`config.mk`:
```
export PLATFORM = sky130hd
export DESIGN_NAME = isbe_ctrl
export DESIGN_NICKNAME = d
export VERILOG_FILES = /design/src/design/isbe_pkg.sv /design/src/design/isbe_ctrl.sv
export SDC_FILE = /design/constraint.sdc
export NUM_CORES = 1
export LEC_CHECK = 0
export ABC_AREA = 1
export ABC_CLOCK_PERIOD_IN_PS = 8000
export BUFFER_PORTS_ARGS = -buffer_cell sky130_fd_sc_hd__buf_2
export CORE_ASPECT_RATIO = 0.7
export CORE_MARGIN = 4
export CORE_UTILIZATION = 61
export CTS_CLUSTER_DIAMETER = 120
export CTS_CLUSTER_SIZE = 20
export DETAILED_ROUTE_END_ITERATION = 7
export PLACE_DENSITY = 0.86
export SYNTH_ARGS = -nofsm -noshare
export SYNTH_HDL_FRONTEND = slang
export SYNTH_SLANG_ARGS = --single-unit
```
`constraint.sdc`:
```
create_clock -name aclk -period 8 [get_ports aclk]
set_input_delay 0 -clock aclk [delete_from_list [all_inputs] [get_ports aclk]]
set_output_delay 0 -clock aclk [all_outputs]
set_load 0.1 [all_outputs]
```
`src/design/isbe_pkg.sv`:
```
// Shared types and constants for the index shuffle batch engine.
// No dependencies; imported by the core, cfg, ctrl and checker files.
package isbe_pkg;

    // Sizing defaults for the top-level parameters
    localparam int MAX_ENTRIES_DEF = 1024;
    localparam int MAX_BATCH_DEF   = 64;

    // Fixed field widths
    localparam int OP_W     = 2;
    localparam int STATUS_W = 2;
    localparam int BSIZE_W  = 7;
    localparam int SIZE_W   = 11;
    localparam int CAP_W    = 7;

    // Generation tag stored next to each table entry
    localparam int EPOCH_W = 8;

    // Configuration port
    localparam int APB_AW = 3;
    localparam int APB_DW = 32;

    localparam logic [SIZE_W-1:0] PERM_SIZE_RST = 11'd1024;
    localparam logic [CAP_W-1:0]  BATCH_CAP_RST = 7'd64;

    // Register index decoded from paddr[2]
    localparam logic REG_PERM_SIZE = 1'b0;
    localparam logic REG_BATCH_CAP = 1'b1;

    typedef enum logic [OP_W-1:0] {
        OP_RESTART = 2'd0,
        OP_SHUFFLE = 2'd1,
        OP_BATCH   = 2'd2
    } op_t;

    typedef enum logic [STATUS_W-1:0] {
        ST_INDEX     = 2'd0,
        ST_DONE      = 2'd1,
        ST_BAD_BATCH = 2'd2,
        ST_BAD_PICK  = 2'd3
    } status_t;

    typedef struct packed {
        logic [SIZE_W-1:0] perm_size;
        logic [CAP_W-1:0]  batch_capacity;
    } cfg_t;

endpackage

```
`src/design/isbe_ctrl.sv`:
```
// Sequencer: checks items, runs swaps and batch reads against the table RAM.
// Depends on isbe_pkg; drives the table RAM and the result queue.
module isbe_ctrl
    import isbe_pkg::*;
#(
    parameter int  MAX_ENTRIES = MAX_ENTRIES_DEF,
    parameter int  MAX_BATCH   = MAX_BATCH_DEF,
    localparam int IDX_W  = $clog2(MAX_ENTRIES),
    localparam int CNT_W  = $clog2(MAX_ENTRIES + 1),
    localparam int SZ_W   = (CNT_W > SIZE_W) ? CNT_W : SIZE_W,
    localparam int CMP_W  = SZ_W + BSIZE_W,
    localparam int BCNT_W = $clog2(MAX_BATCH + 1),
    localparam int MW     = EPOCH_W + IDX_W,
    localparam int QW     = STATUS_W + IDX_W + 1
) (
    input  logic               aclk,
    input  logic               aresetn,
    input  cfg_t               cfg,
    input  logic               s_valid,
    output logic               s_ready,
    input  logic [OP_W-1:0]    s_op,
    input  logic [IDX_W-1:0]   s_pick,
    input  logic [BSIZE_W-1:0] s_batch_size,
    output logic               ram_we,
    output logic [IDX_W-1:0]   ram_waddr,
    output logic [MW-1:0]      ram_wdata,
    output logic [IDX_W-1:0]   ram_raddr,
    input  logic [MW-1:0]      ram_rdata,
    input  logic [1:0]         q_space,
    output logic               q_push,
    output logic [QW-1:0]      q_data
);

    typedef enum logic [2:0] {
        S_CLEAR,
        S_IDLE,
        S_SWAP_RD,
        S_SWAP_WAIT,
        S_SWAP_WR,
        S_BATCH,
        S_RESP
    } state_t;

    state_t             state_reg;
    logic [CNT_W-1:0]   step_reg;
    logic [CNT_W-1:0]   rp_reg;
    logic [EPOCH_W-1:0] epoch_reg;
    logic [IDX_W-1:0]   clr_reg;
    logic [IDX_W-1:0]   pick_reg;
    logic [IDX_W-1:0]   a_reg;
    logic [IDX_W-1:0]   rd_addr_reg;
    logic [IDX_W-1:0]   bptr_reg;
    logic [BCNT_W-1:0]  bcnt_reg;
    logic               pend_reg;
    logic               pend_last_reg;
    status_t            resp_status_reg;
    logic               clear_after_reg;

    logic [SZ_W-1:0]    size_ext;
    logic [SZ_W-1:0]    eff_size;
    logic [CAP_W-1:0]   eff_cap;
    logic               pick_bad;
    logic               batch_bad;
    logic [IDX_W-1:0]   rd_val;
    logic               issue;
    logic               accept;

    assign s_ready = (state_reg == S_IDLE);
    assign accept  = s_valid & s_ready;

    // Clamp the configured sizes
    assign size_ext = SZ_W'(cfg.perm_size);
    assign eff_size = (size_ext > SZ_W'(MAX_ENTRIES)) ? SZ_W'(MAX_ENTRIES) : size_ext;
    assign eff_cap  = (cfg.batch_capacity > CAP_W'(MAX_BATCH)) ? CAP_W'(MAX_BATCH)
                                                             : cfg.batch_capacity;

    // Range checks for shuffle and batch items
    assign pick_bad  = (SZ_W'(step_reg) >= eff_size) ||
                       (SZ_W'(s_pick) < SZ_W'(step_reg)) ||
                       (SZ_W'(s_pick) >= eff_size);
    assign batch_bad = (CAP_W'(s_batch_size) > eff_cap) ||
                       ((CMP_W'(rp_reg) + CMP_W'(s_batch_size)) > CMP_W'(eff_size));

    // An entry whose tag is stale reads as its own index
    assign rd_val = (ram_rdata[MW-1:IDX_W] == epoch_reg) ? ram_rdata[IDX_W-1:0]
                                                         : rd_addr_reg;

    // Issue a batch read only when a queue slot is sure to be free
    assign issue = (state_reg == S_BATCH) && (bcnt_reg != '0) &&
                   (q_space > {1'b0, pend_reg});

    // Read address select
    always_comb begin
        unique case (state_reg)
            S_IDLE:    ram_raddr = s_pick;
            S_SWAP_RD: ram_raddr = step_reg[IDX_W-1:0];
            default:   ram_raddr = bptr_reg;
        endcase
    end

    // Write port: clearing pass and the two halves of a swap
    always_comb begin
        ram_we    = 1'b0;
        ram_waddr = clr_reg;
        ram_wdata = '0;
        unique case (state_reg)
            S_CLEAR: begin
                ram_we = 1'b1;
            end
            S_SWAP_WAIT: begin
                ram_we    = 1'b1;
                ram_waddr = pick_reg;
                ram_wdata = {epoch_reg, rd_val};
            end
            S_SWAP_WR: begin
                ram_we    = 1'b1;
                ram_waddr = step_reg[IDX_W-1:0];
                ram_wdata = {epoch_reg, a_reg};
            end
            default: ;
        endcase
    end

    // Result push: batch index items or a single status item
    assign q_push = pend_reg || ((state_reg == S_RESP) && (q_space != 2'd0));
    assign q_data = pend_reg ? {ST_INDEX, rd_val, pend_last_reg}
                             : {resp_status_reg, IDX_W'(0), 1'b1};

    // Payload registers
    always_ff @(posedge aclk) begin
        rd_addr_reg   <= ram_raddr;
        pend_last_reg <= (bcnt_reg == BCNT_W'(1));
        if (state_reg == S_SWAP_RD) begin
            a_reg <= rd_val;
        end
        if (accept) begin
            pick_reg <= s_pick;
        end
    end

    // State machine and control registers
    always_ff @(posedge aclk) begin
        if (!aresetn) begin
            state_reg       <= S_CLEAR;
            step_reg        <= '0;
            rp_reg          <= '0;
            epoch_reg       <= EPOCH_W'(1);
            clr_reg         <= '0;
            bptr_reg        <= '0;
            bcnt_reg        <= '0;
            pend_reg        <= 1'b0;
            resp_status_reg <= ST_DONE;
            clear_after_reg <= 1'b0;
        end else begin
            pend_reg <= issue;
            unique case (state_reg)
                S_CLEAR: begin
                    clr_reg <= clr_reg + IDX_W'(1);
                    if (clr_reg == IDX_W'(MAX_ENTRIES - 1)) begin
                        state_reg <= S_IDLE;
                    end
                end
                S_IDLE: begin
                    if (s_valid) begin
                        case (op_t'(s_op))
                            OP_RESTART: begin
                                step_reg        <= '0;
                                rp_reg          <= '0;
                                resp_status_reg <= ST_DONE;
                                state_reg       <= S_RESP;
                                // Bump the tag; on wrap, scrub the table before the next item
                                if (epoch_reg == '1) begin
                                    epoch_reg       <= EPOCH_W'(1);
                                    clear_after_reg <= 1'b1;
                                end else begin
                                    epoch_reg <= epoch_reg + EPOCH_W'(1);
                                end
                            end
                            OP_SHUFFLE: begin
                                if (pick_bad) begin
                                    resp_status_reg <= ST_BAD_PICK;
                                    state_reg       <= S_RESP;
                                end else begin
                                    state_reg <= S_SWAP_RD;
                                end
                            end
                            OP_BATCH: begin
                                if (batch_bad) begin
                                    resp_status_reg <= ST_BAD_BATCH;
                                    state_reg       <= S_RESP;
                                end else if (s_batch_size == '0) begin
                                    resp_status_reg <= ST_DONE;
                                    state_reg       <= S_RESP;
                                end else begin
                                    bcnt_reg  <= BCNT_W'(s_batch_size);
                                    bptr_reg  <= rp_reg[IDX_W-1:0];
                                    rp_reg    <= rp_reg + CNT_W'(s_batch_size);
                                    state_reg <= S_BATCH;
                                end
                            end
                            default: ;
                        endcase
                    end
                end
                S_SWAP_RD: begin
                    state_reg <= S_SWAP_WAIT;
                end
                S_SWAP_WAIT: begin
                    state_reg <= S_SWAP_WR;
                end
                S_SWAP_WR: begin
                    step_reg        <= step_reg + CNT_W'(1);
                    resp_status_reg <= ST_DONE;
                    state_reg       <= S_RESP;
                end
                S_BATCH: begin
                    if (issue) begin
                        bcnt_reg <= bcnt_reg - BCNT_W'(1);
                        bptr_reg <= bptr_reg + IDX_W'(1);
                    end
                    if ((bcnt_reg == '0) && !pend_reg) begin
                        state_reg <= S_IDLE;
                    end
                end
                S_RESP: begin
                    if (q_space != 2'd0) begin
                        clr_reg         <= '0;
                        clear_after_reg <= 1'b0;
                        state_reg       <= clear_after_reg ? S_CLEAR : S_IDLE;
                    end
                end
                default: state_reg <= S_IDLE;
            endcase
        end
    end

endmodule

```
# == After elaboration in Yosys (flattened, before gate mapping) ==
# Index checks and enable logic that the tools add are counted.
# totals
out_inout_bits,54
regBits,95
wordCells,136
# op_classes
eq_ne,27
mux,50
n_lt_le_gt_ge,8
add_sub_neg,7
n_reduce_logical,29
n_bitwise,1
# ops
operator,n
$pmux W10 S2,4
$mux W10,7
$mux W11,5
$pmux W11 S2,2
$mux W7,6
$pmux W18 S2,1
$pmux W3 S7,1
$add A10 B1 Y10 const B,2
$reduce_and A5 Y1,4
$mux W3,5
$logic_not A7 Y1,2
$ne A2 B2 Y1 const B,7
$pmux W7 S2,1
$mux W13,1
$add A11 B7 Y12,1
$gt A12 B11 Y1,1
$mux W2,6
$reduce_bool A2 Y1,6
$add A11 B1 Y11 const B,1
$add A11 B7 Y11,1
$ge A10 B11 Y1,1
$ge A11 B11 Y1,1
$gt A11 B11 Y1 const B,1
$lt A10 B11 Y1,1
other kinds (35),54

# == Logic depth before layout (Yosys ltp) ==
# logic_depth
word_depth,9
ltp_mapped,24
depth_no_buf,24

# == Worst setup path before layout ==
# Ideal clock, no wire load.
# synth_timing
path_type,reg2reg
start,register state_reg[1]
end,register rd_addr_reg[0]
setup_time_ps,295
n_path_buf,2
setup_slack_ps,4174
stages_incl_launch_ff,7
t_required_ps,7705
arrival_ps,3531
cell_sequence,dfxtp_1 > buf_4 > inv_1 > nor3_1 > inv_1 > clkbuf_1 > o221ai_1
# synth_via
elab_chain_cells,2
elab_cells_between_ends,3
# synth_rtl
item,line_no,rtl
start: declaration,isbe_ctrl.sv:44,state_t state_reg;
start signal: assignment,isbe_ctrl.sv:229,state_reg <= clear_after_reg ? S_CLEAR : S_IDLE;
$eq A3 B2 Y1 / $eq A3 B1 Y1 (equally long branches),isbe_ctrl.sv:94,unique case (state_reg)
$pmux W10 S2 *,isbe_ctrl.sv:94,
net ram_raddr[0],isbe_ctrl.sv:27,"output logic [IDX_W-1:0] ram_raddr,"
end signal: assignment,isbe_ctrl.sv:131,rd_addr_reg <= ram_raddr;
end: declaration,isbe_ctrl.sv:51,logic [IDX_W-1:0] rd_addr_reg;
# The timed path passes the listed nets; every way through them passes the cells marked *.
# A chain may end at the register's enable or synchronous reset.

# == Final worst setup path ==
# layout_timing
start,register rp_reg[0]
end,register bcnt_reg[6]
# layout_via
elab_chain_cells,5
# layout_rtl
item,line_no,rtl
start: declaration,isbe_ctrl.sv:46,logic [CNT_W-1:0] rp_reg;
start signal: assignment,isbe_ctrl.sv:197,rp_reg <= rp_reg + CNT_W'(s_batch_size);
$add A11 B7 Y12,isbe_ctrl.sv:82,((CMP_W'(rp_reg) + CMP_W'(s_batch_size)) > CMP_W'(eff_size));
$gt A12 B11 Y1,isbe_ctrl.sv:82,
$logic_or A1 B1 Y1,isbe_ctrl.sv:81,assign batch_bad = (CAP_W'(s_batch_size) > eff_cap) ||
$ne A2 B2 Y1 (no source line),--,
$reduce_and A6 Y1 (no source line),--,
end signal: assignment,isbe_ctrl.sv:195,bcnt_reg <= BCNT_W'(s_batch_size);
end signal: assignment,isbe_ctrl.sv:218,bcnt_reg <= bcnt_reg - BCNT_W'(1);
end: declaration,isbe_ctrl.sv:53,logic [BCNT_W-1:0] bcnt_reg;
# No other way between the ends.

==> run_results.csv <==
group,metric,value,unit
status,status,"finished, final reports clean",
clocking,cts_tree,"done",
logic_synthesis,ys_ff_latch,95,
logic_synthesis,synth_fp_nets,1041,
clocking,root_buffer,"clkbuf_16",
logic_synthesis,synth_cell_types,52,
power,seq_power_share,46.8,%
power,clkPwrFrac,41.5,%
worst_setup_path,end_kind,"flop",
sta,hold_viol,0,
logic_synthesis,syn_inst,915,
logic_synthesis,synth_ff_type,"dfxtp_1",
floorplan,num_io_pins,114,
logic_synthesis,synth-edff-count,20,
worst_setup_path,cp_top_family,"simple AND/OR/NAND/NOR gates",
sta,period_share,47.82,%
logic_synthesis,seq_area_frac_synth,32.03,%
logic_synthesis,synthAdderAreaFrac,12.70,%
worst_setup_path,slowest_stage,"fa_1",
logic_synthesis,synth.mux.area_fraction,0.3051,%
clocking,cts_made_buffers,9,
power,p_switching,278.2,uW
clocking,clk_path_buf_depth,2,
place,postPlaceCellArea,0.007193,sq mm
hold_path,min-delay-path-class,"in2reg",
logic_synthesis,synth_area_leader_cell,"dfxtp_1",
hold_path,holdPathStages,3,
drt,firstDrtPassIters,6,
sta,finalMaxSlewViolations,0,
worst_setup_path,crit_type,"reg2reg",
sta,maxSlewHeadroom,38.75,%
grt,grt.total_usage,30.01,%
clocking,cts_resized,0,
finish,fin_area,0.007614,sq mm
power,pwr_density_cell,137.7,mW/mm^2
grt,grt_start_max_net_pins,28,
floorplan,initial_core_util,62.90,%
power,internal_power,770.1,uW
power,ir_drop,0.09343,mV
finish,diodes,0,
drt,drt_iter0_drc,564,
worst_setup_path,crit_buf_inv,2,
sta,min_period,3825,ps
grt,first_global_vias,5996,
drt,viasPerCell,5.722,
drt,detail_route.wirelength,18750,um
place,gp_congestion,0.9192,
logic_synthesis,synth_top_area_share,22.88,%
clocking,clk_pin_slew,70,ps
finish,final_cell_mix,"nand2_1, inv_1, buf_2",
clocking,htree_levels,3,
drt,drcViolationCount,0,
worst_setup_path,path_common_cell,"nand2_1",
sta,rsz0062_at_grt,"false",
finish,finish.utilization,72.97,%
drt,vias,6672,
finish,nets,1155,
power,combPwrFrac,11.7,%
finish,area_growth,16.02,%
power,p_sw_share,26.54,%
logic_synthesis,synth_area_leaders,"dfxtp_1, ha_1, nand2_1",
worst_setup_path,cp_cell_sequence,"ha_1 > fa_1 > nand3_1 > nand3_1 > a21oi_1 > o21bai_1 > a21oi_1 > nor2_1 > xor2_1 > ha_1 > nand2_1 > inv_1 > nand2_1 > nand2_1 > nand2_1 > nand2_1 > nand2_1 > nand3_1 > o21ai_2 > nand2_4 > inv_1 > nor2_1 > nor2_1",
drt,wl_per_cell,16.08,um
finish,final_common_cell,"nand2_1",
logic_synthesis,yosysWarnings,0,
worst_setup_path,cp.required,8280,ps
sta,fin_skew,7.203,ps
floorplan,rows,31,
worst_setup_path,critical_path_depth,23,
floorplan,die_area,0.01251,sq mm
clocking,clkLatencyLatePin,350,ps
worst_setup_path,max_stage_delay,400,ps
sta,final-setup-viol-count,0,
sta,tightestPinTransition,914.7,ps
flow_run,max_cap_violations,0,
worst_setup_path,worst_setup_path_start_kind,"flop",
grt,gr-total-overflow,0,
worst_setup_path,cp.arrival,4110,ps
clocking,cts.sinks,95,
floorplan,core_area,0.01043,sq mm
place,detailed_place_hpwl,14400,um
logic_synthesis,synth-xor-area-share,2.936,%
sta,setup_tns,0,ps
floorplan,fp.dieH,94.78,um
place,numPortBuffers,113,
logic_synthesis,synth_top_family_by_area,"simple AND/OR/NAND/NOR gates",
finish,drive_above_1_share,14.89,%
worst_setup_path,r2r_cells,23,
logic_synthesis,synth-compound-area-share,15.90,%
grt,antenna_found_initial,0,
logic_synthesis,synth-simple-area-share,27.42,%
grt,grt_pass1_wl,29970,um
logic_synthesis,syn_area,0.006563,sq mm
logic_synthesis,synth.avg_cell_area,7.172,sq um
logic_synthesis,async_flop_share,0,%
power,leakage,0.003620,uW
worst_setup_path,crit_path_max_fanout,22,
drt,drtAntennaViolNets,0,
sta,fmax,261.4,MHz
floorplan,die_w,132.0,um
power,total_power,1048,uW
==> Yosys cell counts (4+ instances only) <==
| cell | count |
|---|---|
| nor3_1 | 31 |
| nor4_1 | 8 |
| clkbuf_1 | 16 |
| nand2_2 | 4 |
| a21oi_1 | 73 |
| o21ai_0 | 50 |
| nand4_1 | 17 |
| o221ai_1 | 20 |
| xor2_1 | 21 |
| o21ai_1 | 4 |
| nand3_1 | 35 |
| nor3b_1 | 7 |
| dfxtp_1 | 75 |
| nor2_1 | 95 |
| ha_1 | 65 |
| inv_1 | 117 |
| edfxtp_1 | 20 |
| nand2_1 | 200 |
==> power groups by stage <==
stage	Clock, uW	Sequential [uW]	Combinational, uW
after floorplan	0	501	74.2
after global placement	0	501	113
after detailed placement	0	501	115
after CTS	437	490	121
after global routing	458	490	137
final	435	490	123
==> cells by family (layout without fill, tap and decap cells) <==
logic type / after synthesis / in the layout
and+or+nand+nor: 412 / 412
adders and majority gates: 66 / 66
muxes: 2 / 2
buffers and inverters: 145 / 264
DFF: 95 / 95
AOI/OAI and AO/OA: 173 / 173
xor gates and xnor gates: 22 / 22
==> worst paths after layout <==
check | from | end | slack, ps
worst min register to register | clear_after_reg | clear_after_reg | 470
worst max-delay path | rp_reg[0] | bcnt_reg[6] | 4170
worst min-delay path | ram_rdata[5] | a_reg[5] | 30
worst max register to register | rp_reg[0] | bcnt_reg[6] | 4170
==> routing by layer <==
layer	share of wire [%]	global-route usage, %	routed length (um)
met1	45	42.13	8504
met2	41	44.92	7684
met3	12	8.733	2205
met4	1.9	8.566	350
met5	0	1.587	0
==> stage by stage <==
step                hold WS (ps)  worst slack [ps]  std cells
CTS                        22.76              4251       1166
global route               35.02              3812       1166
floorplan                  98.87              4174        915
detailed placement         216.4              4337       1138
global placement           212.5              4512       1138
finish                     32.86              4175       1166
==> tightest hold or removal path: stages <==
cell and delay [ps]:
buf_2 80, o21ai_0 120, inv_1 80
==> final cells by class <==
cell class / count / area, sq um
well taps: 132 / 165.2
inverters: 121 / 456.7
multi-input cells: 675 / 3889
repair buffers: 127 / 700.7
clock buffers: 11 / 254.0
fillers: 831 / 2820
clock inverters: 5 / 46.29
flip-flops and latches: 95 / 2102
==> repair_timing <==
| action | CTS | global route |
|---|---|---|
| setup buffers | 0 | 0 |
| hold buffers | 12 | 0 |
| endpoints found under the hold margin | 11 | 0 |
(Power assumes the default switching activity.)
