**src/design/isbe_ram.sv**
```systemverilog
// Generic simple dual-port RAM: one write port, one read port, registered read.
// No package dependencies.
module isbe_ram #(
    parameter int W     = 8,
    parameter int DEPTH = 16,
    localparam int AW   = (DEPTH > 1) ? $clog2(DEPTH) : 1
) (
    input  logic          aclk,
    input  logic          we,
    input  logic [AW-1:0] waddr,
    input  logic [W-1:0]  wdata,
    input  logic [AW-1:0] raddr,
    output logic [W-1:0]  rdata
);

    logic [W-1:0] mem_reg [DEPTH];
    logic [W-1:0] rdata_reg;

    // Write port and registered read port
    always_ff @(posedge aclk) begin
        if (we) begin
            mem_reg[waddr] <= wdata;
        end
        rdata_reg <= mem_reg[raddr];
    end

    assign rdata = rdata_reg;

endmodule

```
**config.mk**
```make
export PLATFORM = sky130hd
export DESIGN_NAME = isbe_ram
export DESIGN_NICKNAME = d
export VERILOG_FILES = /design/src/design/isbe_ram.sv
export SDC_FILE = /design/constraint.sdc
export NUM_CORES = 1
export LEC_CHECK = 0
export ABC_AREA = 0
export BUFFER_PORTS_ARGS = -buffer_cell sky130_fd_sc_hd__buf_2
export CAP_MARGIN = 20
export CORE_AREA = 3 3 93 95
export CTS_CLUSTER_SIZE = 16
export DETAILED_ROUTE_END_ITERATION = 10
export DIE_AREA = 0 0 96 98
export GPL_TIMING_DRIVEN = 1
export PLACE_DENSITY = 0.83
export SYNTH_ARGS = -nofsm -noshare
export SYNTH_HDL_FRONTEND = slang
export SYNTH_SLANG_ARGS = --single-unit
export TNS_END_PERCENT = 100
```
**constraint.sdc**
```tcl
create_clock -name aclk -period 3.14 [get_ports aclk]
set_clock_uncertainty 0.2 [all_clocks]
set_input_delay 0.157 -clock aclk [delete_from_list [all_inputs] [get_ports aclk]]
set_output_delay 0.157 -clock aclk [all_outputs]
set_load 0.05 [all_outputs]
```
# After elaboration in Yosys (flattened, before gate mapping)
# Memory sizes are Yosys's and may differ from the RTL's. A register that Yosys moved wholly into a read port is not among the register bits.
# Index checks and enable logic that the tools add are counted.
classes:
  muxes: 2
ops:
  columns: ["operator", "count"]
  rows:
  - ["1-bit two-way mux", 2]
word_totals:
  reg_bits: 0
  ram_bits: 128
  in_bits: 18
  out_inout_bits: 8
  memories: 1
memory_table:
  columns: ["name", "depth", "word_bits", "rd", "rd_ports_with_merged_regs", "wr", "line", "source"]
  rows:
  - ["mem_reg", 16, 8, 1, 1, 1, "16", "logic [W-1:0] mem_reg [DEPTH];"]

# Logic depth before layout (Yosys ltp)
# Gate-level depths: netlist of run 1.
depth:
  depth_word: 2
  depth_mapped: 5
  depth_no_buf: 3

# Worst setup path before layout of run 1
# No wires, ideal clock.
synth_timing:
  path_type: "input port to flip-flop"
  from: "in waddr[2]"
  to: "mem mem_reg[0][0] (enable)"
  arrival_time_ps: 1267
  setup_slack_ps: 1290
  cell_stages: 2
  path_buffers: 0
  path_cell_list: "or3b_2 nor3_1"
synth_rtl:
  columns: ["item", "line", "source"]
  rows:
  - ["from (decl)", "10", "input logic [AW-1:0] waddr,"]
  - ["to (decl)", "16", null]
# Straight into the memory's write port.

# Worst setup path in the final report of run 1
layout_timing:
  from: "in waddr[0]"
  to: "mem mem_reg[13][5] (enable)"
# Straight into the memory's write port.

==> results of run 1 <==
## synth_stat cells, drive strengths merged
cell,instances
clkdlybuf4s25,3
dfxtp,8
a22oi,16
nand3,1
and2b,1
nor2b,1
edfxtp,128
or3b,1
nor3,4
nand2b,2
nand3b,2
buf,7
nor2,13
nand2,9
mux4,32
and2,1
## worst reg2reg max path, cell delays in order, from the launching register on
cell and delay, ns:
edfxtp_1 0.38, mux4_1 0.50, a22oi_1 0.33, nand2_1 0.09
## power by group
group	internal, W	leakage (nW)	switching [W]
logic	0.0000824	0.546	0.000147
registers	0.00203	1.22	0.0000156
clock network	0.00136	0.296	0.000705
total	0.00347	2.07	0.000868
## layout make-up
cell class	instances	area, um^2	share of cell area
Clock buffer	18	418	0.0687
Multi-Input combinational cell	83	1060	0.174
Tap cell	102	128	0.0210
Clock inverter	14	204	0.0335
Sequential cell	136	4000	0.658
Timing Repair Buffer	41	270	0.0444
## stage by stage
stage,setup slack (ns),cell area (um^2)
5_1_grt,1.23,6080
3_5_place_dp,1.02,5360
6_report,1.29,6080
4_1_cts,1.31,6080
3_3_place_gp,1.03,5360
2_1_floorplan,1.29,5150
## routing by layer
layer / vias to the layer above / wire (um)
met5: - / 0
met4: 0 / 182
met3: 16 / 905
met2: 155 / 5070
met1: 1298 / 3930
li1: 1078 / -
## cell families after synthesis
| group | count (synthesis) | synth area share |
|---|---|---|
| AOI/OAI and AO/OA | 16 | 0.0233 |
| DFF | 136 | 0.778 |
| buffers and inverters | 10 | 0.0168 |
| muxes | 32 | 0.150 |
| and+or+nand+nor | 35 | 0.0318 |
## worst paths after layout
check,end,slack [ns],cells after the start
worst min-delay path,rdata[0],0.04,4
worst min register to register,rdata[7],0.48,3
worst max-delay path,mem_reg[13][5],1.29,4
worst max register to register,rdata[1],1.51,3
==> run_results.csv, run 1 <==
group,metric,value,unit
run_status,status,"finished, final reports clean",
placed_design,hpwl,5.97,mm
synthesis,synth_area_leaders,"edfxtp_1 75%, mux4_2 7.9%, mux4_1 7.1%",
worst_setup_path,crit_chain,"dlygate4sd3_1 > buf_2 > nand2b_1 > nor2_1",
finish,layout_commonest_cell,"edfxtp_1",
placed_design,gp_congestion,0.876,
worst_setup_path,crit_buf_inv,2,
clock_tree,cts_sinks,136,
detailed_routing,drt_pre_antenna_iters,6,
synthesis,netlist_area,0.00515,mm^2
clock_tree,clockRootBuffer,"clkbuf_8",
power_and_ir_drop,ir_drop,0.000514,V
clock_tree,post_cts_buffers,0,
finish,syn_to_final_growth,18.1,%
worst_setup_path,slowest_delay,0.77,ns
finish,layoutNonFillerInstCount,394,
sta,period_share,0.591,
floorplan,ios,26,
synthesis,synth_cell_types,19,
detailed_routing,vias_per_cell,6.46,
clock_tree,insertion_delay,0.52,ns
sta,fin_setup_tns,0,ns
floorplan,initial_core_util,0.659,
worst_setup_path,crit_required,3.07,ns
job,max_cap_viol_count,0,
worst_setup_path,arrival,1.79,ns
detailed_routing,vias,2547,
floorplan,dieArea,0.00941,mm^2
placed_design,placed_cells,352,
clock_tree,ctsResizeCount,0,
detailed_routing,drt_iter0_drc,308,
sta,worst_slew_pin_slew,0.969,ns
worst_setup_path,crit_family,"simple AND/OR/NAND/NOR gates",
finish,n_fill_cell,406,
worst_setup_path,end_kind,"register",
sta,slew_headroom,0.352,
synthesis,synth-seq-area-share,0.778,
grt,use_met3,0.0578,
synthesis,synthCells,229,
power_and_ir_drop,leakagePower,2.07,nW
worst_setup_path,critPathKind,"input port to register",
power_and_ir_drop,power,0.00434,W
synthesis,synth_warnings,0,
grt,antenna_found_initial,0,
worst_hold_path,holdCritStartpoint,"raddr[2]",
synthesis,syn_nets,247,
worst_setup_path,rr_startpoint,"mem_reg[8][1]",
sta,maxSlewViolCount,0,
grt,track_usage,0.243,
floorplan,core.rowCount,32,
placed_design,port_buffers,25,
worst_setup_path,startpoint,"waddr[0]",
worst_setup_path,start_kind,"input port",
finish,largest_reg_flops,128,
clock_tree,hold_buffers,10,
sta,setup_violations,0,
clock_tree,cts_max_path_buffers,2,
floorplan,dieWidth,96,um
floorplan,coreArea,0.00781,mm^2
sta,finalHoldViolCount,0,
clock_tree,htree_num_levels,4,
finish,final_cell_mix,"128 x edfxtp_1, 25 x buf_2, 18 x mux4_2, 16 x a22oi_1, 16 x clkbuf_16",
grt,grt_remaining_overflow,0,
grt,grtUsageMet2,0.356,
finish,antenna_cells,0,
finish,drive_gt1_frac,0.271,
grt,met1_usage,0.357,
finish,fin_util,0.779,
synthesis,yosysTopAreaCellShare,0.747,
sta,grt_setup_unrepaired,"false",
power_and_ir_drop,power_density,714,mW/mm^2
grt,grt_pass1_wl,15.5,mm
worst_hold_path,holdCritPathClass,"input port to register",
detailed_routing,routed_wirelength,10.1,mm
detailed_routing,drc_errors,0,
detailed_routing,antenna_left,0,
synthesis,yosysTopAreaCell,"edfxtp_1",
detailed_routing,drt-wirelength-per-cell,25.6,um
worst_setup_path,critPathMaxFanout,8,
sta,min_period,1.85,ns
synthesis,ys_ff_latch,136,
grt,grt_max_degree,33,
clock_tree,clk_pin_slew_worst_paths,0.06,ns
worst_setup_path,cpMaxStageDelayCell,"nor2_1",
grt,grt.busiest_layer,"met1",
clock_tree,numCtsBuffers,17,
floorplan,die_height,98,um
sta,fmax,539,MHz
sta,whs,0.0423,ns
grt,grt_pass1_vias,2625,
finish,nets,297,
clock_tree,cts_tree,"done",
synthesis,syn_avg_cell_area,22.5,um^2
(Power assumes the default switching activity.)
==> inputs of run 2 (changes only) <==
--- a/config.mk
+++ b/config.mk
@@ -8,12 +8,12 @@
 export ABC_AREA = 0
 export BUFFER_PORTS_ARGS = -buffer_cell sky130_fd_sc_hd__buf_2
 export CAP_MARGIN = 20
-export CORE_AREA = 3 3 93 95
+export CORE_AREA = 3 3 97 99
 export CTS_CLUSTER_SIZE = 16
 export DETAILED_ROUTE_END_ITERATION = 10
-export DIE_AREA = 0 0 96 98
+export DIE_AREA = 0 0 100 102
 export GPL_TIMING_DRIVEN = 1
-export PLACE_DENSITY = 0.83
+export PLACE_DENSITY = 0.77
 export SYNTH_ARGS = -nofsm -noshare
 export SYNTH_HDL_FRONTEND = slang
 export SYNTH_SLANG_ARGS = --single-unit
==> constraint.sdc (replaced) <==
create_clock -name aclk -period 1.9 [get_ports aclk]
set_clock_uncertainty 0.2 [all_clocks]
set_input_delay 0.095 -clock aclk [delete_from_list [all_inputs] [get_ports aclk]]
set_output_delay 0.095 -clock aclk [all_outputs]
set_load 0.05 [all_outputs]
==> run_results.csv, run 2 (synthesized netlist as in run 1, its figures left out) <==
group,metric,value,unit
detailed_routing,drt_pre_antenna_iters,4,
worst_setup_path,r2r_cells,3,
finish,antenna_cells,0,
sta,period_share,0.893,
detailed_routing,vias,2504,
clock_tree,insertion_delay,0.51,ns
grt,grt_pass1_vias,2681,
floorplan,initial_core_util,0.596,
worst_setup_path,critPathKind,"input port to register",
worst_setup_path,cpMaxStageDelayCell,"dlygate4sd3_1",
finish,largest_reg_flops,128,
power_and_ir_drop,power_density,1120,mW/mm^2
floorplan,coreArea,0.00864,mm^2
clock_tree,cts_max_path_buffers,2,
run_status,status,"finished, final reports clean",
placed_design,pre_cts_slack,0.212,ns
detailed_routing,drc_errors,0,
detailed_routing,antenna_left,0,
placed_design,port_buffers,25,
detailed_routing,vias_per_cell,5.98,
clock_tree,post_cts_buffers,0,
worst_setup_path,critPathMaxFanout,8,
finish,nets,316,
floorplan,ios,26,
placed_design,gp_congestion,0.727,
sta,fin_ws,0.204,ns
finish,regArea,0.00400,mm^2
finish,n_fill_cell,485,
clock_tree,htree_num_levels,4,
job,max_cap_viol_count,0,
finish,multiInputGateArea,0.00106,mm^2
grt,grt_remaining_overflow,0,
worst_setup_path,slowest_delay,0.56,ns
clock_tree,ctsResizeCount,0,
sta,whs,0.0267,ns
worst_setup_path,end_kind,"register",
grt,antenna_found_initial,0,
sta,setup_violations,0,
finish,syn_to_final_growth,21.4,%
worst_setup_path,path_common_cell,"dlygate4sd3_1",
power_and_ir_drop,ir_drop,0.000582,V
grt,grt_max_degree,33,
worst_setup_path,arrival,1.70,ns
placed_design,hpwl,5.87,mm
worst_setup_path,worstSetupPathDepth,5,
power_and_ir_drop,leakagePower,2.16,nW
sta,grt_setup_unrepaired,"false",
clock_tree,cts_sinks,136,
worst_setup_path,crit_buf_inv,4,
worst_hold_path,holdCritPathClass,"input port to register",
floorplan,dieArea,0.0102,mm^2
worst_setup_path,start_kind,"input port",
clock_tree,numCtsBuffers,17,
finish,drive_gt1_frac,0.309,
sta,min_period,1.70,ns
floorplan,die_height,102,um
sta,maxSlewViolCount,0,
sta,worst_slew_pin_slew,0.371,ns
detailed_routing,drt_iter0_drc,270,
sta,fin_setup_tns,0,ns
finish,layout_commonest_cell,"edfxtp_1",
finish,layoutNonFillerInstCount,419,
worst_setup_path,crit_family,"buffers and inverters",
worst_hold_path,min_path_cells,4,
grt,grt_pass1_wl,15.7,mm
finish,final_cell_mix,"128 x edfxtp_1, 25 x buf_2, 18 x mux4_2, 18 x buf_4",
floorplan,core.rowCount,34,
finish,fin_util,0.724,
grt,track_usage,0.221,
sta,slew_headroom,0.753,
placed_design,placed_cells,373,
sta,finalHoldViolCount,0,
floorplan,dieWidth,100,um
worst_setup_path,crit_chain,"dlygate4sd3_1 > buf_2 > nor3_1 > dlygate4sd3_1 > buf_4",
worst_setup_path,crit_required,1.91,ns
sta,fmax,590,MHz
clock_tree,cts_tree,"done",
clock_tree,clockRootBuffer,"clkbuf_8",
clock_tree,clk_pin_slew_worst_paths,0.06,ns
detailed_routing,drt-wirelength-per-cell,23.8,um
detailed_routing,routed_wirelength,9.99,mm
==> run 2: cell types whose count changed in the layout (fill, tap and decap cells not counted), moves of 3 or more <==
| cell | delta |
|---|---|
| buf_12 | +3 |
| dlygate4sd3_1 | +4 |
| clkinv_4 | +3 |
| buf_4 | +12 |
==> run 2: layout make-up <==
cell class              count  share of cell area
flip-flops and latches    136               0.641
well taps                 108              0.0216
repair buffers             60              0.0737
multi-input cells          83               0.169
clock inverters            14              0.0282
clock buffers              18              0.0669
==> run 2: worst paths after layout <==
path,to,slack (ns),start
max,mem_reg[8][2],0.20,waddr[1]
min,mem_reg[1][7],0.03,waddr[3]
max reg2reg,rdata[4],0.32,mem_reg[10][4]
min reg2reg,rdata[3],0.48,mem_reg[11][3]
==> run 2: repair_timing <==
item / CTS / global route
hold buffers: 14 / 0
endpoints found under the hold margin: 168 / 0
endpoints found under the setup margin: 0 / 0
==> run 2: layer usage <==
| layer | part of all wire | track usage |
|---|---|---|
| met2 | 0.52 | 0.345 |
| met5 | 0 | 0 |
| met4 | 0.015 | 0.0912 |
| met1 | 0.41 | 0.303 |
| met3 | 0.054 | 0.0573 |
==> run 2: per-stage QoR <==
stage | total power, W | instance area (um^2)
finish | 0.00700 | 6250
global route | 0.00722 | 6250
CTS | 0.00704 | 6250
detailed placement | 0.00382 | 5520
global placement | 0.00381 | 5520
floorplan | 0.00367 | 5150
==> run 2: where the power goes <==
part           internal [W]  switching, W
Combinational      0.000159      0.000246
Clock               0.00201       0.00121
Sequential          0.00335     0.0000216
Total               0.00552       0.00148
==> run 2: worst min-delay path, stage by stage <==
cell,delay (ns)
buf_2,0.10
or3b_2,0.15
nor2_1,0.04
buf_4,0.17
==> inputs of run 3 (changes only) <==
--- a/config.mk
+++ b/config.mk
@@ -14,6 +14,7 @@
 export DIE_AREA = 0 0 100 102
 export GPL_TIMING_DRIVEN = 1
 export PLACE_DENSITY = 0.77
+export RECOVER_POWER = 25
 export SYNTH_ARGS = -nofsm -noshare
 export SYNTH_HDL_FRONTEND = slang
 export SYNTH_SLANG_ARGS = --single-unit
==> run_results.csv, run 3 (synthesized netlist as in run 1, its figures left out) <==
group,metric,value,unit
clock_tree,clockRootBuffer,"clkbuf_8",
power_and_ir_drop,switching_power,0.00148,W
power_and_ir_drop,power_density,1120,mW/mm^2
grt,antenna_found_initial,0,
worst_setup_path,critPathMaxFanout,8,
floorplan,dieArea,0.0102,mm^2
grt,grt_pass1_wl,15.7,mm
placed_design,gp_congestion,0.727,
sta,maxSlewViolCount,0,
sta,period_share,0.892,
floorplan,core.rowCount,34,
worst_setup_path,cpMaxStageDelayCell,"dlygate4sd3_1",
clock_tree,cts_tree,"done",
detailed_routing,antenna_left,0,
worst_setup_path,path_common_cell,"dlygate4sd3_1",
finish,fin_util,0.723,
finish,nets,316,
worst_setup_path,critPathKind,"input port to register",
job,max_cap_viol_count,0,
worst_hold_path,hold_path_end,"mem_reg[1][7]",
clock_tree,insertion_delay,0.51,ns
power_and_ir_drop,leakagePower,2.14,nW
power_and_ir_drop,combPwrFrac,0.058,
worst_setup_path,r2r-end,"rdata[4]",
finish,largest_reg_flops,128,
sta,worst_slew_pin_slew,0.694,ns
worst_setup_path,crit_chain,"dlygate4sd3_1 > buf_2 > nor3_1 > dlygate4sd3_1 > buf_4",
sta,grt_setup_unrepaired,"false",
finish,antenna_cells,0,
worst_hold_path,holdCritStartpoint,"waddr[3]",
worst_setup_path,r2r_cells,3,
detailed_routing,drt_pre_antenna_iters,4,
detailed_routing,vias,2513,
detailed_routing,drt_iter0_drc,243,
worst_setup_path,arrival,1.70,ns
clock_tree,clk_pin_slew_worst_paths,0.06,ns
finish,syn_to_final_growth,21.3,%
detailed_routing,vias_per_cell,6.00,
power_and_ir_drop,ir_drop,0.000586,V
grt,track_usage,0.221,
finish,final_cell_mix,"128 x edfxtp_1, 20 x buf_2, 18 x mux4_2, 18 x buf_4",
floorplan,coreArea,0.00864,mm^2
worst_hold_path,holdCritPathClass,"input port to register",
sta,fin_setup_tns,0,ns
worst_setup_path,slowest_delay,0.56,ns
floorplan,ios,26,
floorplan,die_height,102,um
floorplan,initial_core_util,0.596,
worst_setup_path,rr_startpoint,"mem_reg[10][4]",
power_and_ir_drop,power,0.00700,W
placed_design,hpwl,5.87,mm
worst_setup_path,reg2reg_setup_slack,0.32,ns
grt,grt_max_degree,33,
detailed_routing,routed_wirelength,9.99,mm
power_and_ir_drop,power_frac_clock,0.460,
sta,slew_headroom,0.537,
clock_tree,ctsResizeCount,0,
finish,layout_commonest_cell,"edfxtp_1",
clock_tree,cts_sinks,136,
grt,grt_remaining_overflow,0,
power_and_ir_drop,p_int,0.00552,W
run_status,status,"finished, final reports clean",
clock_tree,cts_max_path_buffers,2,
sta,min_period,1.69,ns
power_and_ir_drop,pwr-share-seq,0.483,
floorplan,dieWidth,100,um
finish,drive_gt1_frac,0.293,
sta,fmax,590,MHz
grt,grt_pass1_vias,2681,
clock_tree,numCtsBuffers,17,
clock_tree,htree_num_levels,4,
worst_setup_path,crit_required,1.91,ns
sta,finalHoldViolCount,0,
placed_design,port_buffers,25,
power_and_ir_drop,switching_share,0.211,
sta,setup_violations,0,
detailed_routing,drc_errors,0,
worst_hold_path,min_path_cells,4,
worst_setup_path,start_kind,"input port",
detailed_routing,drt-wirelength-per-cell,23.8,um
worst_setup_path,end_kind,"register",
[run 3: final cells by class]
class	count	area (um^2)
flip-flops and latches	136	4000
fillers	488	2390
multi-input cells	83	1060
repair buffers	60	454
clock buffers	18	418
clock inverters	14	176
well taps	108	135
[run 3: layer usage]
layer / vias to the layer above / GRT usage / part of all wire
met5: - / 0 / 0
met4: 0 / 0.0912 / 0.018
met3: 14 / 0.0573 / 0.054
met2: 86 / 0.345 / 0.52
met1: 1299 / 0.303 / 0.41
li1: 1114 / - / -
[run 3: how the worst max path moves through the flow]
| stage | startpoint | to | slack (ns) | depth (start not counted) |
|---|---|---|---|---|
| finish | waddr[1] | mem_reg[8][2] | 0.21 | 5 |
| CTS | waddr[1] | mem_reg[8][1] | 0.23 | 5 |
| global placement | raddr[0] | rdata[4] | 0.24 | 5 |
| global route | waddr[1] | mem_reg[8][2] | 0.11 | 5 |
| floorplan | waddr[2] | mem_reg[0][0] | 0.11 | 2 |
| detailed placement | raddr[0] | rdata[3] | 0.21 | 5 |
[run 3: power groups by stage]
| stage | sequential (W) | combinational (W) | clock (W) |
|---|---|---|---|
| 2_1_floorplan | 0.00350 | 0.000170 | 0 |
| 3_5_place_dp | 0.00344 | 0.000383 | 0 |
| 5_1_grt | 0.00338 | 0.000437 | 0.00340 |
| 4_1_cts | 0.00338 | 0.000411 | 0.00325 |
| 3_3_place_gp | 0.00343 | 0.000374 | 0 |
| 6_report | 0.00338 | 0.000404 | 0.00322 |
[run 3: metrics by stage]
step / area, um^2 / cells / hold slack (ns) / worst slack, ns
final: 6240 / 419 / 0.0291 / 0.205
after global routing: 6240 / 419 / 0.0628 / 0.107
after CTS: 6250 / 419 / 0.00616 / 0.235
after detailed placement: 5520 / 373 / 0.287 / 0.212
after global placement: 5520 / 373 / 0.277 / 0.238
after floorplan: 5150 / 229 / -0.00613 / 0.112
[run 3: repair_timing]
item                                    in CTS  in global routing
endpoints found under the setup margin       0                  0
hold buffers                                14                  0
setup buffers                                0                  0
hold endpoints to repair                   168                  0
[run 3: worst max-delay path: cells and delay by family]
family / cells / cell delay [ns]
buffers and inverters: 4 / 1.44
AND/OR/NAND/NOR: 1 / 0.16
