===== src/design/isbe_outq.sv =====
// Two-entry result queue between the sequencer and the result channel.
// Reports free slots, counting a pop in the same cycle, for read credit.
module isbe_outq #(
    parameter int W = 8
) (
    input  logic         aclk,
    input  logic         aresetn,
    input  logic         push,
    input  logic [W-1:0] push_data,
    output logic [1:0]   space,
    output logic         m_valid,
    input  logic         m_ready,
    output logic [W-1:0] m_data
);

    logic [W-1:0] slot_reg [2];
    logic [1:0]   count_reg;
    logic         wr_ptr_reg;
    logic         rd_ptr_reg;
    logic         pop;

    assign m_valid = (count_reg != 2'd0);
    assign m_data  = slot_reg[rd_ptr_reg];
    assign pop     = m_valid & m_ready;
    assign space   = 2'd2 - count_reg + {1'b0, pop};

    // Store pushed items
    always_ff @(posedge aclk) begin
        if (push) begin
            slot_reg[wr_ptr_reg] <= push_data;
        end
    end

    // Track pointers and fill level
    always_ff @(posedge aclk) begin
        if (!aresetn) begin
            count_reg  <= 2'd0;
            wr_ptr_reg <= 1'b0;
            rd_ptr_reg <= 1'b0;
        end else begin
            if (push) begin
                wr_ptr_reg <= ~wr_ptr_reg;
            end
            if (pop) begin
                rd_ptr_reg <= ~rd_ptr_reg;
            end
            count_reg <= count_reg + {1'b0, push} - {1'b0, pop};
        end
    end

endmodule


===== config.mk =====
export PLATFORM = sky130hd
export DESIGN_NAME = isbe_outq
export DESIGN_NICKNAME = d
export VERILOG_FILES = /design/src/design/isbe_outq.sv
export SDC_FILE = /design/constraint.sdc
export NUM_CORES = 1
export LEC_CHECK = 0
export ABC_AREA = 1
export ABC_CLOCK_PERIOD_IN_PS = 1750
export BUFFER_PORTS_ARGS = -buffer_cell sky130_fd_sc_hd__buf_4
export CAP_MARGIN = 20
export CORE_MARGIN = 1
export CORE_UTILIZATION = 40
export CTS_CLUSTER_SIZE = 28
export DETAILED_ROUTE_END_ITERATION = 7
export HOLD_SLACK_MARGIN = 0.12
export PLACE_DENSITY = 0.72
export SETUP_SLACK_MARGIN = 0.4
export SYNTH_ARGS = -nofsm -noshare
export SYNTH_HDL_FRONTEND = slang
export SYNTH_SLANG_ARGS = --single-unit

===== constraint.sdc =====
create_clock -name aclk -period 1.75 [get_ports aclk]
set_input_delay 0.35 -clock aclk [delete_from_list [all_inputs] [get_ports aclk]]
set_output_delay 0.35 -clock aclk [all_outputs]
set_load 0.05 [all_outputs]

* After elaboration in Yosys (flattened, before gate mapping)
Memories as Yosys holds them, arrays and structs flattened. A register that Yosys moved wholly into a read port is not among the register bits. Index checks and enable logic that the tools add are counted.
Word-level totals: flip-flop bits (word level) 4, memory bits (writable) 16, bits of input ports 12, logic and storage cells 16, memories 1
Memory list:
- slot_reg | depth 2, bits a word 8, rd ports 1, clocked after Yosys merged registers in 1, wr ports 1, RTL line 16 | logic [W-1:0] slot_reg [2];
Cells by class: add/subtract/negate cells 4, mux-type cells 4, bitwise logic cells 3, reduce and logical (&&, ||, !) cells 1
Operator list (number):
- 2-bit by 1-bit adder with 2-bit output | 2
- 1-bit two-way mux | 4
- 1-bit inverter | 2
- 2-bit nonzero test | 1
- 2-bit by 1-bit subtractor with 2-bit output | 1
- 2-bit subtractor, first input constant | 1
- 1-bit AND | 1

* Longest topological paths before layout
Gate-level depths: netlist of run 1.
word-level depth 4, gate-level depth with buffers 10, mapped depth without buffers 10

* Least setup slack after synthesis of run 1
Ideal clock, no wire load.
kind input -> output, start input port m_ready, end output port space[1], arrival time 1546 ps, data required time 1400 ps, slack -146 ps, stages 5, cell sequence inv_1 -> nor2_4 -> inv_1 -> ha_1 -> xnor2_1
On the way: word-level cells in the longest chain between the ends 2
Ends and longest elaborated chain:
- start: declaration | RTL line 12 | input logic m_ready,
- 1-bit AND | RTL line 24 | assign pop = m_valid & m_ready;
- via pop | RTL line 20 | logic pop;
- 2-bit by 1-bit adder with 2-bit output | RTL line 25 | assign space = 2'd2 - count_reg + {1'b0, pop};
- end: declaration | RTL line 10 | output logic [1:0] space,
The timed path passes the listed nets, and every way through them passes these cells.

* Worst setup path after layout of run 1
start register count_reg[0], end output port space[1]
On the way: word-level cells in the longest chain between the ends 3
Ends and longest elaborated chain:
- start: declaration | RTL line 17 | logic [1:0] count_reg;
- start signal: assignment | RTL line 47 | count_reg <= count_reg + {1'b0, push} - {1'b0, pop};
- 2-bit nonzero test | RTL line 22 | assign m_valid = (count_reg != 2'd0);
- 1-bit AND | RTL line 24
- via pop | RTL line 20
- 2-bit by 1-bit adder with 2-bit output | RTL line 25
The timed path passes the listed nets, and every way through them passes these cells.

==> flow_summary.json, run 1 <==
{
  "fin_util_pct": 66.7,
  "critical_path_required_ns": 1.40,
  "clkLatencyLatePin_ns": 0.30,
  "dieArea_mm2": 0.00240,
  "final-hold-violation-count": 0,
  "drt_iter0_markers": 4,
  "cellLeakagePower_nw": 0.559,
  "post-place-ws_ns": 0.140,
  "syn_area_um2": 885,
  "syn_inst": 64,
  "num_vias": 590,
  "post_synth_most_frequent_cells": "edfxtp_1, inv_1, mux2_4, nand2_1, nor2_1",
  "area_growth_pct": 52.5,
  "rrSetupSlack_ns": 0.09,
  "ir_drop_v": 0.00176,
  "grt_max_degree": 12,
  "final_area_mm2": 0.00135,
  "ios": 23,
  "seq_area_frac_synth_pct": 65.6,
  "synth_top_area_share_pct": 54.3,
  "clock_skew_ns": 0.00338,
  "status": "finished, final reports clean",
  "grt_pass1_wl_mm": 2.59,
  "avgSynthCellArea_um2": 13.8,
  "ant_nets": 0,
  "rsz0062_at_grt": "yes",
  "netlist-cell-type-count": 13,
  "drive_gt1_share_pct": 62.5,
  "h-tree-depth": 1,
  "row_count": 16,
  "clock-sinks": 21,
  "initial_utilization_pct": 43.7,
  "r2r-end": "count_reg[1]",
  "die_x_um": 49.0,
  "nFillCells": 146,
  "drv_slew": 0,
  "dpl.hpwl_mm": 1.01,
  "ys_seq_elements": 21,
  "hold_path_class": "in -> reg",
  "path_clk_slew_ns": 0.11,
  "max_slew.worst_pin.slew_ns": 0.337,
  "synth.area.top_cells": "edfxtp_1, mux2_4, dfxtp_1",
  "multi_input_area_um2": 340,
  "drc": 0,
  "portBuffers": 22,
  "root_buffer": "clkbuf_4",
  "dp.cells": 114,
  "fp.dieH_um": 49.0,
  "dr.pass1.iters": 4,
  "syn_nets": 79,
  "overflow": 0,
  "wl_mm": 1.60,
  "grt_pass1_vias": 561,
  "place_congestion": 0.665,
  "crit_arrival_ns": 1.38,
  "numCtsBuffers": 3,
  "synth_most_common_cell": "edfxtp_1",
  "antenna_cells": 0,
  "tns_ns": 0,
  "largest_register_ff_count": 16,
  "maxCapViolations": 0,
  "track_usage_pct": 15.0,
  "nNetsFinal": 112,
  "synth_edf_count": 16,
  "cts.path.max_buffers": 2,
  "crit_path_start": "count_reg[0]",
  "setup_viol": 0,
  "antenna_found_initial": 0,
  "yosys_warnings": 0,
  "min_period_over_period_pct": 98.8,
  "cts_tree": "yes",
  "async_flop_share_pct": 0,
  "powerDensity_mw_per_mm2": 1630,
  "core_mm2": 0.00202,
  "critPathKind": "reg -> out",
  "timing.fmax_ghz": 0.578,
  "critPathCaptureType": "primary output",
  "yosys.area.top_type": "edfxtp_1",
  "avgRoutedWirePerCell_um": 13.0,
  "critPathCapture": "space[1]",
  "relSlewSlack_pct": 77.5,
  "final.min_clock_period_ns": 1.73,
  "fin_ws_ns": 0.0214,
  "ys.flop_type": "edfxtp_1",
  "final_cell_count_no_fill": 123,
  "place_area_mm2": 0.00115,
  "crit_fanout": 3,
  "startpoint_type": "register",
  "rr_worst_depth": 12,
  "reg2reg_from": "count_reg[0]",
  "regArea_um2": 589,
  "vias_per_cell": 4.80
}
## per-stage QoR
step / total power [mW] / hold WS [ns]
finish: 2.20 / 0.228
detailed placement: 1.61 / 0.506
global route: 2.31 / 0.215
floorplan: 1.40 / 0.448
global placement: 1.59 / 0.486
CTS: 2.08 / 0.225
## cells in the final DEF, fill, tap and decap left out, types with 3 or more instances in the layout
cell,count
edfxtp_1,16
buf_4,14
buf_8,11
mux2_4,8
nor2_1,7
inv_1,5
nand2_1,4
buf_6,4
inv_2,3
nand2_2,3
ha_4,3
clkbuf_4,3
## layer usage
metal / up-vias / global-route usage [%] / share of wire, %
met3: 5 / 3.12 / 3.9
met4: 0 / 7.35 / 1.9
li1: 278 / - / -
met1: 284 / 16.3 / 35
met5: - / 0 / 0
met2: 23 / 27.5 / 59
## kinds of logic (layout without fill, tap and decap cells)
| family | after synthesis | after routing | share of synthesized area, % |
|---|---|---|---|
| buffers and inverters | 11 | 43 | 5.52 |
| muxes | 8 | 8 | 13.6 |
| and+or+nand+nor | 19 | 19 | 9.48 |
| adders and majority gates | 3 | 3 | 4.24 |
| AOI/OAI and AO/OA | 1 | 1 | 0.565 |
| xor gates and xnor gates | 1 | 1 | 0.990 |
| DFF | 21 | 21 | 65.6 |
## power by group
part	switching (mW)	internal, mW
Clock	0.141	0.0888
Combinational	0.693	0.636
Sequential	0.0373	0.607
Total	0.871	1.33
## area by class of cell
class                      instances  area share [%]
clock buffer                       4            1.95
multi-input combinational         32            25.2
timing repair buffer              29            23.4
inverter                          10            3.25
sequential                        21            43.7
tap                               27            2.50
## repair_timing
action | CTS | global route
gates resized for setup | 27 | 13
pin swaps | 3 | 5
hold buffers | 0 | 0
setup endpoints to repair | 12 | 13
buffers inserted | 3 | 2
## how the worst min path moves through the flow
stage	from	to	slack (ns)	depth (start not counted)
2_1_floorplan	aresetn	count_reg[0]	0.45	2
3_3_place_gp	wr_ptr_reg	wr_ptr_reg	0.49	2
3_5_place_dp	rd_ptr_reg	register	0.51	2
4_1_cts	push_data[5]	slot_reg[0][5]	0.22	1
5_1_grt	push_data[7]	slot_reg[1][7]	0.22	1
6_report	push_data[4]	slot_reg[0][4]	0.23	1
## critical path: stages (launching register included)
cell     delay (ns)
dfxtp_4        0.38
nor2_4         0.04
nor2_4         0.13
inv_2          0.06
ha_4           0.17
xnor2_4        0.12
buf_6          0.17
Power figures use the tool's default switching activity.
==> inputs of run 2 (changes only) <==
--- a/config.mk
+++ b/config.mk
@@ -15,7 +15,7 @@
 export DETAILED_ROUTE_END_ITERATION = 7
 export HOLD_SLACK_MARGIN = 0.12
 export PLACE_DENSITY = 0.72
-export SETUP_SLACK_MARGIN = 0.4
+export SETUP_SLACK_MARGIN = 0.05
 export SYNTH_ARGS = -nofsm -noshare
 export SYNTH_HDL_FRONTEND = slang
 export SYNTH_SLANG_ARGS = --single-unit
==> flow_summary.json, run 2 (synthesis results as in run 1) <==
{
  "row_count": 16,
  "drc": 0,
  "wl_mm": 1.24,
  "cp_cell_sequence": "nor2_4 > nor2_4 > inv_1 > ha_2 > xnor2_2 > buf_6",
  "place_congestion": 0.687,
  "regArea_um2": 587,
  "cellLeakagePower_nw": 0.513,
  "drt_iter0_markers": 8,
  "power.share.clock_pct": 11.8,
  "nNetsFinal": 109,
  "overflow": 0,
  "final_cell_mix": "buf_4, edfxtp_1, inv_1, nand2_1, mux2_4",
  "area_growth_pct": 31.7,
  "track_usage_pct": 11.2,
  "max_slew.worst_pin.slew_ns": 0.311,
  "relSlewSlack_pct": 79.2,
  "crit_buf_inv": 2,
  "cts_tree": "yes",
  "clock-sinks": 21,
  "ios": 23,
  "ant_nets": 0,
  "setup_viol": 0,
  "crit_fanout": 3,
  "initial_utilization_pct": 43.7,
  "min_period_over_period_pct": 98.0,
  "rsz0062_at_grt": "yes",
  "maxCapViolations": 0,
  "status": "finished, final reports clean",
  "whs_ns": 0.235,
  "cp_top_family": "flip-flops",
  "grt_pass1_vias": 453,
  "powerDensity_mw_per_mm2": 1540,
  "final.min_clock_period_ns": 1.72,
  "antenna_found_initial": 0,
  "portBuffers": 22,
  "num_vias": 538,
  "numCtsBuffers": 3,
  "slowest_stage": "dfxtp_4",
  "cts.path.max_buffers": 2,
  "antenna_cells": 0,
  "critPathKind": "reg -> out",
  "dieArea_mm2": 0.00240,
  "critPathCaptureType": "primary output",
  "avgRoutedWirePerCell_um": 10.4,
  "timing.fmax_ghz": 0.583,
  "cp_slowest_stage_delay_ns": 0.38,
  "die_x_um": 49.0,
  "h-tree-depth": 1,
  "startpoint_type": "register",
  "multi_input_area_um2": 270,
  "hold_buffers": 0,
  "hold_path_class": "in -> reg",
  "final_common_cell": "buf_4",
  "crit_path_frequent_cell": "nor2_4",
  "vias_per_cell": 4.48,
  "path_clk_slew_ns": 0.10,
  "fp.dieH_um": 49.0,
  "crit_arrival_ns": 1.37,
  "ir_drop_v": 0.00101,
  "dpl.hpwl_um": 882,
  "grt_max_degree": 12,
  "critical_path_required_ns": 1.40,
  "drive_gt1_share_pct": 48.4,
  "final-hold-violation-count": 0,
  "nFillCells": 164,
  "grt_pass1_wl_mm": 1.89,
  "clock_skew_ns": 0.00547,
  "clkLatencyLatePin_ns": 0.29,
  "p_comb_share_pct": 52.5,
  "largest_register_ff_count": 16,
  "drv_slew": 0,
  "p_sw_share_pct": 40.1,
  "internal-power_mw": 1.08,
  "root_buffer": "clkbuf_4",
  "dr.pass1.iters": 4,
  "core_mm2": 0.00202,
  "p_switching_uw": 721,
  "p_total_mw": 1.80,
  "seqPwrFrac_pct": 35.6
}
run 2: cell type report:
cell class | instances | area share, %
Multi-Input combinational cell | 32 | 23.2
Inverter | 10 | 3.22
Tap cell | 27 | 2.90
Sequential cell | 21 | 50.4
Clock buffer | 4 | 2.26
Timing Repair Buffer | 26 | 18.0
run 2: worst paths after layout:
| kind | start | to | slack, ns | cells after the start |
|---|---|---|---|---|
| max | count_reg[0] | space[1] | 0.03 | 6 |
| max reg2reg | count_reg[0] | count_reg[1] | 0.18 | 10 |
| min reg2reg | wr_ptr_reg | wr_ptr_reg | 0.52 | 2 |
| min | push_data[7] | slot_reg[1][7] | 0.24 | 1 |
run 2: routing by layer:
layer	GRT usage (%)	vias to the layer above	part of all wire, %	wire [um]
li1	-	270	-	-
met1	11.9	240	39	487
met2	18.5	23	52	648
met3	3.12	5	6.0	74
met4	8.82	0	2.7	33
met5	0	-	0	0
run 2: worst reg2reg max path: stages, from the launching register on:
cell,delay (ns)
dfxtp_4,0.37
nor2_4,0.10
nor2_4,0.04
ha_1,0.27
inv_2,0.05
buf_4,0.12
ha_1,0.18
inv_1,0.05
nand2_1,0.06
a21oi_1,0.16
nor2_1,0.06
run 2: per-stage QoR:
| step | TNS [ns] | setup WS (ns) | utilization, % | cell area [um^2] | instances |
|---|---|---|---|---|---|
| detailed placement | 0 | 0.211 | 54.1 | 1090 | 114 |
| global route | -0.0346 | -0.0346 | 57.6 | 1160 | 120 |
| global placement | 0 | 0.237 | 54.1 | 1090 | 114 |
| finish | 0 | 0.0344 | 57.6 | 1160 | 120 |
| CTS | 0 | 0.0397 | 56.7 | 1150 | 119 |
| floorplan | 0 | 0.0351 | - | 892 | 64 |
run 2: timing repair:
item | in CTS | in global routing
resized for setup | 6 | 5
pin swaps | 0 | 0
gates cloned | 0 | 0
setup endpoints to repair | 2 | 10
buffers inserted | 1 | 1
run 2: power groups by stage:
| stage | combinational [mW] | sequential [mW] | clock, mW |
|---|---|---|---|
| final | 0.945 | 0.641 | 0.213 |
| after global routing | 1.00 | 0.647 | 0.246 |
| after CTS | 0.893 | 0.631 | 0.222 |
| after detailed placement | 0.837 | 0.636 | 0 |
| after global placement | 0.829 | 0.635 | 0 |
| after floorplan | 0.641 | 0.633 | 0 |
==> inputs of run 3 (changes only) <==
--- a/config.mk
+++ b/config.mk
@@ -6,7 +6,7 @@
 export NUM_CORES = 1
 export LEC_CHECK = 0
 export ABC_AREA = 1
-export ABC_CLOCK_PERIOD_IN_PS = 1750
+export ABC_CLOCK_PERIOD_IN_PS = 2100
 export BUFFER_PORTS_ARGS = -buffer_cell sky130_fd_sc_hd__buf_4
 export CAP_MARGIN = 20
 export CORE_MARGIN = 1
@@ -16,6 +16,7 @@
 export HOLD_SLACK_MARGIN = 0.12
 export PLACE_DENSITY = 0.72
 export SETUP_SLACK_MARGIN = 0.05
+export SKIP_CTS_REPAIR_TIMING = 1
 export SYNTH_ARGS = -nofsm -noshare
 export SYNTH_HDL_FRONTEND = slang
 export SYNTH_SLANG_ARGS = --single-unit
==> constraint.sdc (replaced) <==
create_clock -name aclk -period 2.1 [get_ports aclk]
set_input_delay 0.42 -clock aclk [delete_from_list [all_inputs] [get_ports aclk]]
set_output_delay 0.42 -clock aclk [all_outputs]
set_load 0.05 [all_outputs]
==> flow_summary.json, run 3 (synthesis results as in run 1) <==
{
  "largest_register_ff_count": 16,
  "portBuffers": 22,
  "area_growth_pct": 25.2,
  "cp_top_family": "flip-flops",
  "ant_nets": 0,
  "track_usage_pct": 12.7,
  "final_cell_mix": "buf_4, edfxtp_1, inv_1, nand2_1, mux2_4",
  "die_x_um": 49.0,
  "h-tree-depth": 1,
  "avgRoutedWirePerCell_um": 11.2,
  "nFillCells": 184,
  "critPathCaptureType": "primary output",
  "vias_per_cell": 4.52,
  "ir_drop_v": 0.000857,
  "path_clk_slew_ns": 0.11,
  "hold_path_depth": 1,
  "wl_mm": 1.31,
  "final_area_mm2": 0.00111,
  "place_congestion": 0.714,
  "final_common_cell": "buf_4",
  "multi_input_area_um2": 255,
  "row_count": 16,
  "critPathKind": "reg -> out",
  "regArea_um2": 581,
  "grt_pass1_vias": 519,
  "hp-start": "push_data[4]",
  "numCtsBuffers": 3,
  "dpl.hpwl_mm": 1.00,
  "hold_path_class": "in -> reg",
  "drt_iter0_markers": 4,
  "cts_tree": "yes",
  "cp.depth": 6,
  "core_mm2": 0.00202,
  "overflow": 0,
  "place_area_mm2": 0.00108,
  "rr_worst_depth": 9,
  "num_vias": 529,
  "initial_utilization_pct": 43.7,
  "drv_slew": 0,
  "clock-sinks": 21,
  "cp_slowest_stage_delay_ns": 0.39,
  "nNetsFinal": 106,
  "crit_buf_inv": 2,
  "grt_pass1_wl_mm": 2.21,
  "root_buffer": "clkbuf_4",
  "crit_fanout": 3,
  "final.min_clock_period_ns": 1.91,
  "crit_arrival_ns": 1.49,
  "cellLeakagePower_nw": 0.493,
  "dr.pass1.iters": 4,
  "reg2reg_from": "count_reg[1]",
  "grt_max_degree": 13,
  "drive_gt1_share_pct": 41.1,
  "cp_cell_sequence": "nor2_2 > nor2_4 > inv_1 > ha_1 > xnor2_1 > buf_4",
  "rsz0062_at_grt": "no",
  "dieArea_mm2": 0.00240,
  "slowest_stage": "dfxtp_1",
  "min_period_over_period_pct": 90.8,
  "maxCapViolations": 0,
  "final-hold-violation-count": 0,
  "fp.dieH_um": 49.0,
  "antenna_found_initial": 0,
  "status": "finished, final reports clean",
  "tns_ns": 0,
  "powerDensity_mw_per_mm2": 1250,
  "cts.path.max_buffers": 2,
  "timing.fmax_ghz": 0.524,
  "crit_path_start": "count_reg[1]",
  "clkLatencyLatePin_ns": 0.29,
  "clock_skew_ns": 0.00238,
  "drc": 0,
  "max_slew.worst_pin.slew_ns": 0.501,
  "setup_viol": 0,
  "antenna_cells": 0,
  "ios": 23,
  "startpoint_type": "register",
  "critical_path_required_ns": 1.68,
  "relSlewSlack_pct": 66.6
}
-- run 3: cell types whose count changed in the layout (fill, tap and decap cells not counted), sizes merged --
cell    change
buf         -3
clkbuf      -1
clkinv      +1
-- run 3: report_power, final --
group	switching, mW	internal [mW]	total (mW)
combinational	0.429	0.235	0.663
sequential	0.0482	0.495	0.543
clock	0.112	0.0708	0.183
total	0.589	0.800	1.39
-- run 3: layout make-up --
type	count	area share [%]
timing repair buffer	23	15.6
multi-input combinational	32	23.1
tap	27	3.05
inverter	10	3.39
clock buffer	3	2.03
clock inverter	1	0.452
sequential	21	52.4
-- run 3: worst paths after layout --
| kind | to | slack (ns) |
|---|---|---|
| setup / recovery | space[1] | 0.19 |
| hold / removal | slot_reg[1][4] | 0.30 |
| setup reg to reg | count_reg[1] | 0.64 |
| hold reg to reg | wr_ptr_reg | 0.51 |
-- run 3: metal layers --
layer  vias up  global-route usage [%]  part of all wire, %
li1        262                       -                    -
met1       241                    14.1                   43
met2        22                    20.8                   50
met3         4                    3.43                  4.8
met4         0                    9.31                  2.8
met5         -                       0                    0
-- run 3: metrics by stage --
stage | hold WS, ns | cells | setup WS (ns) | power (mW) | util [%]
after global routing | 0.284 | 117 | 0.0627 | 1.47 | 54.8
final | 0.303 | 117 | 0.193 | 1.39 | 54.8
after global placement | 0.484 | 113 | 0.448 | 1.20 | 53.4
after detailed placement | 0.493 | 113 | 0.353 | 1.22 | 53.4
after floorplan | 0.467 | 64 | 0.0644 | 1.05 | -
after CTS | 0.293 | 117 | 0.167 | 1.40 | 54.8
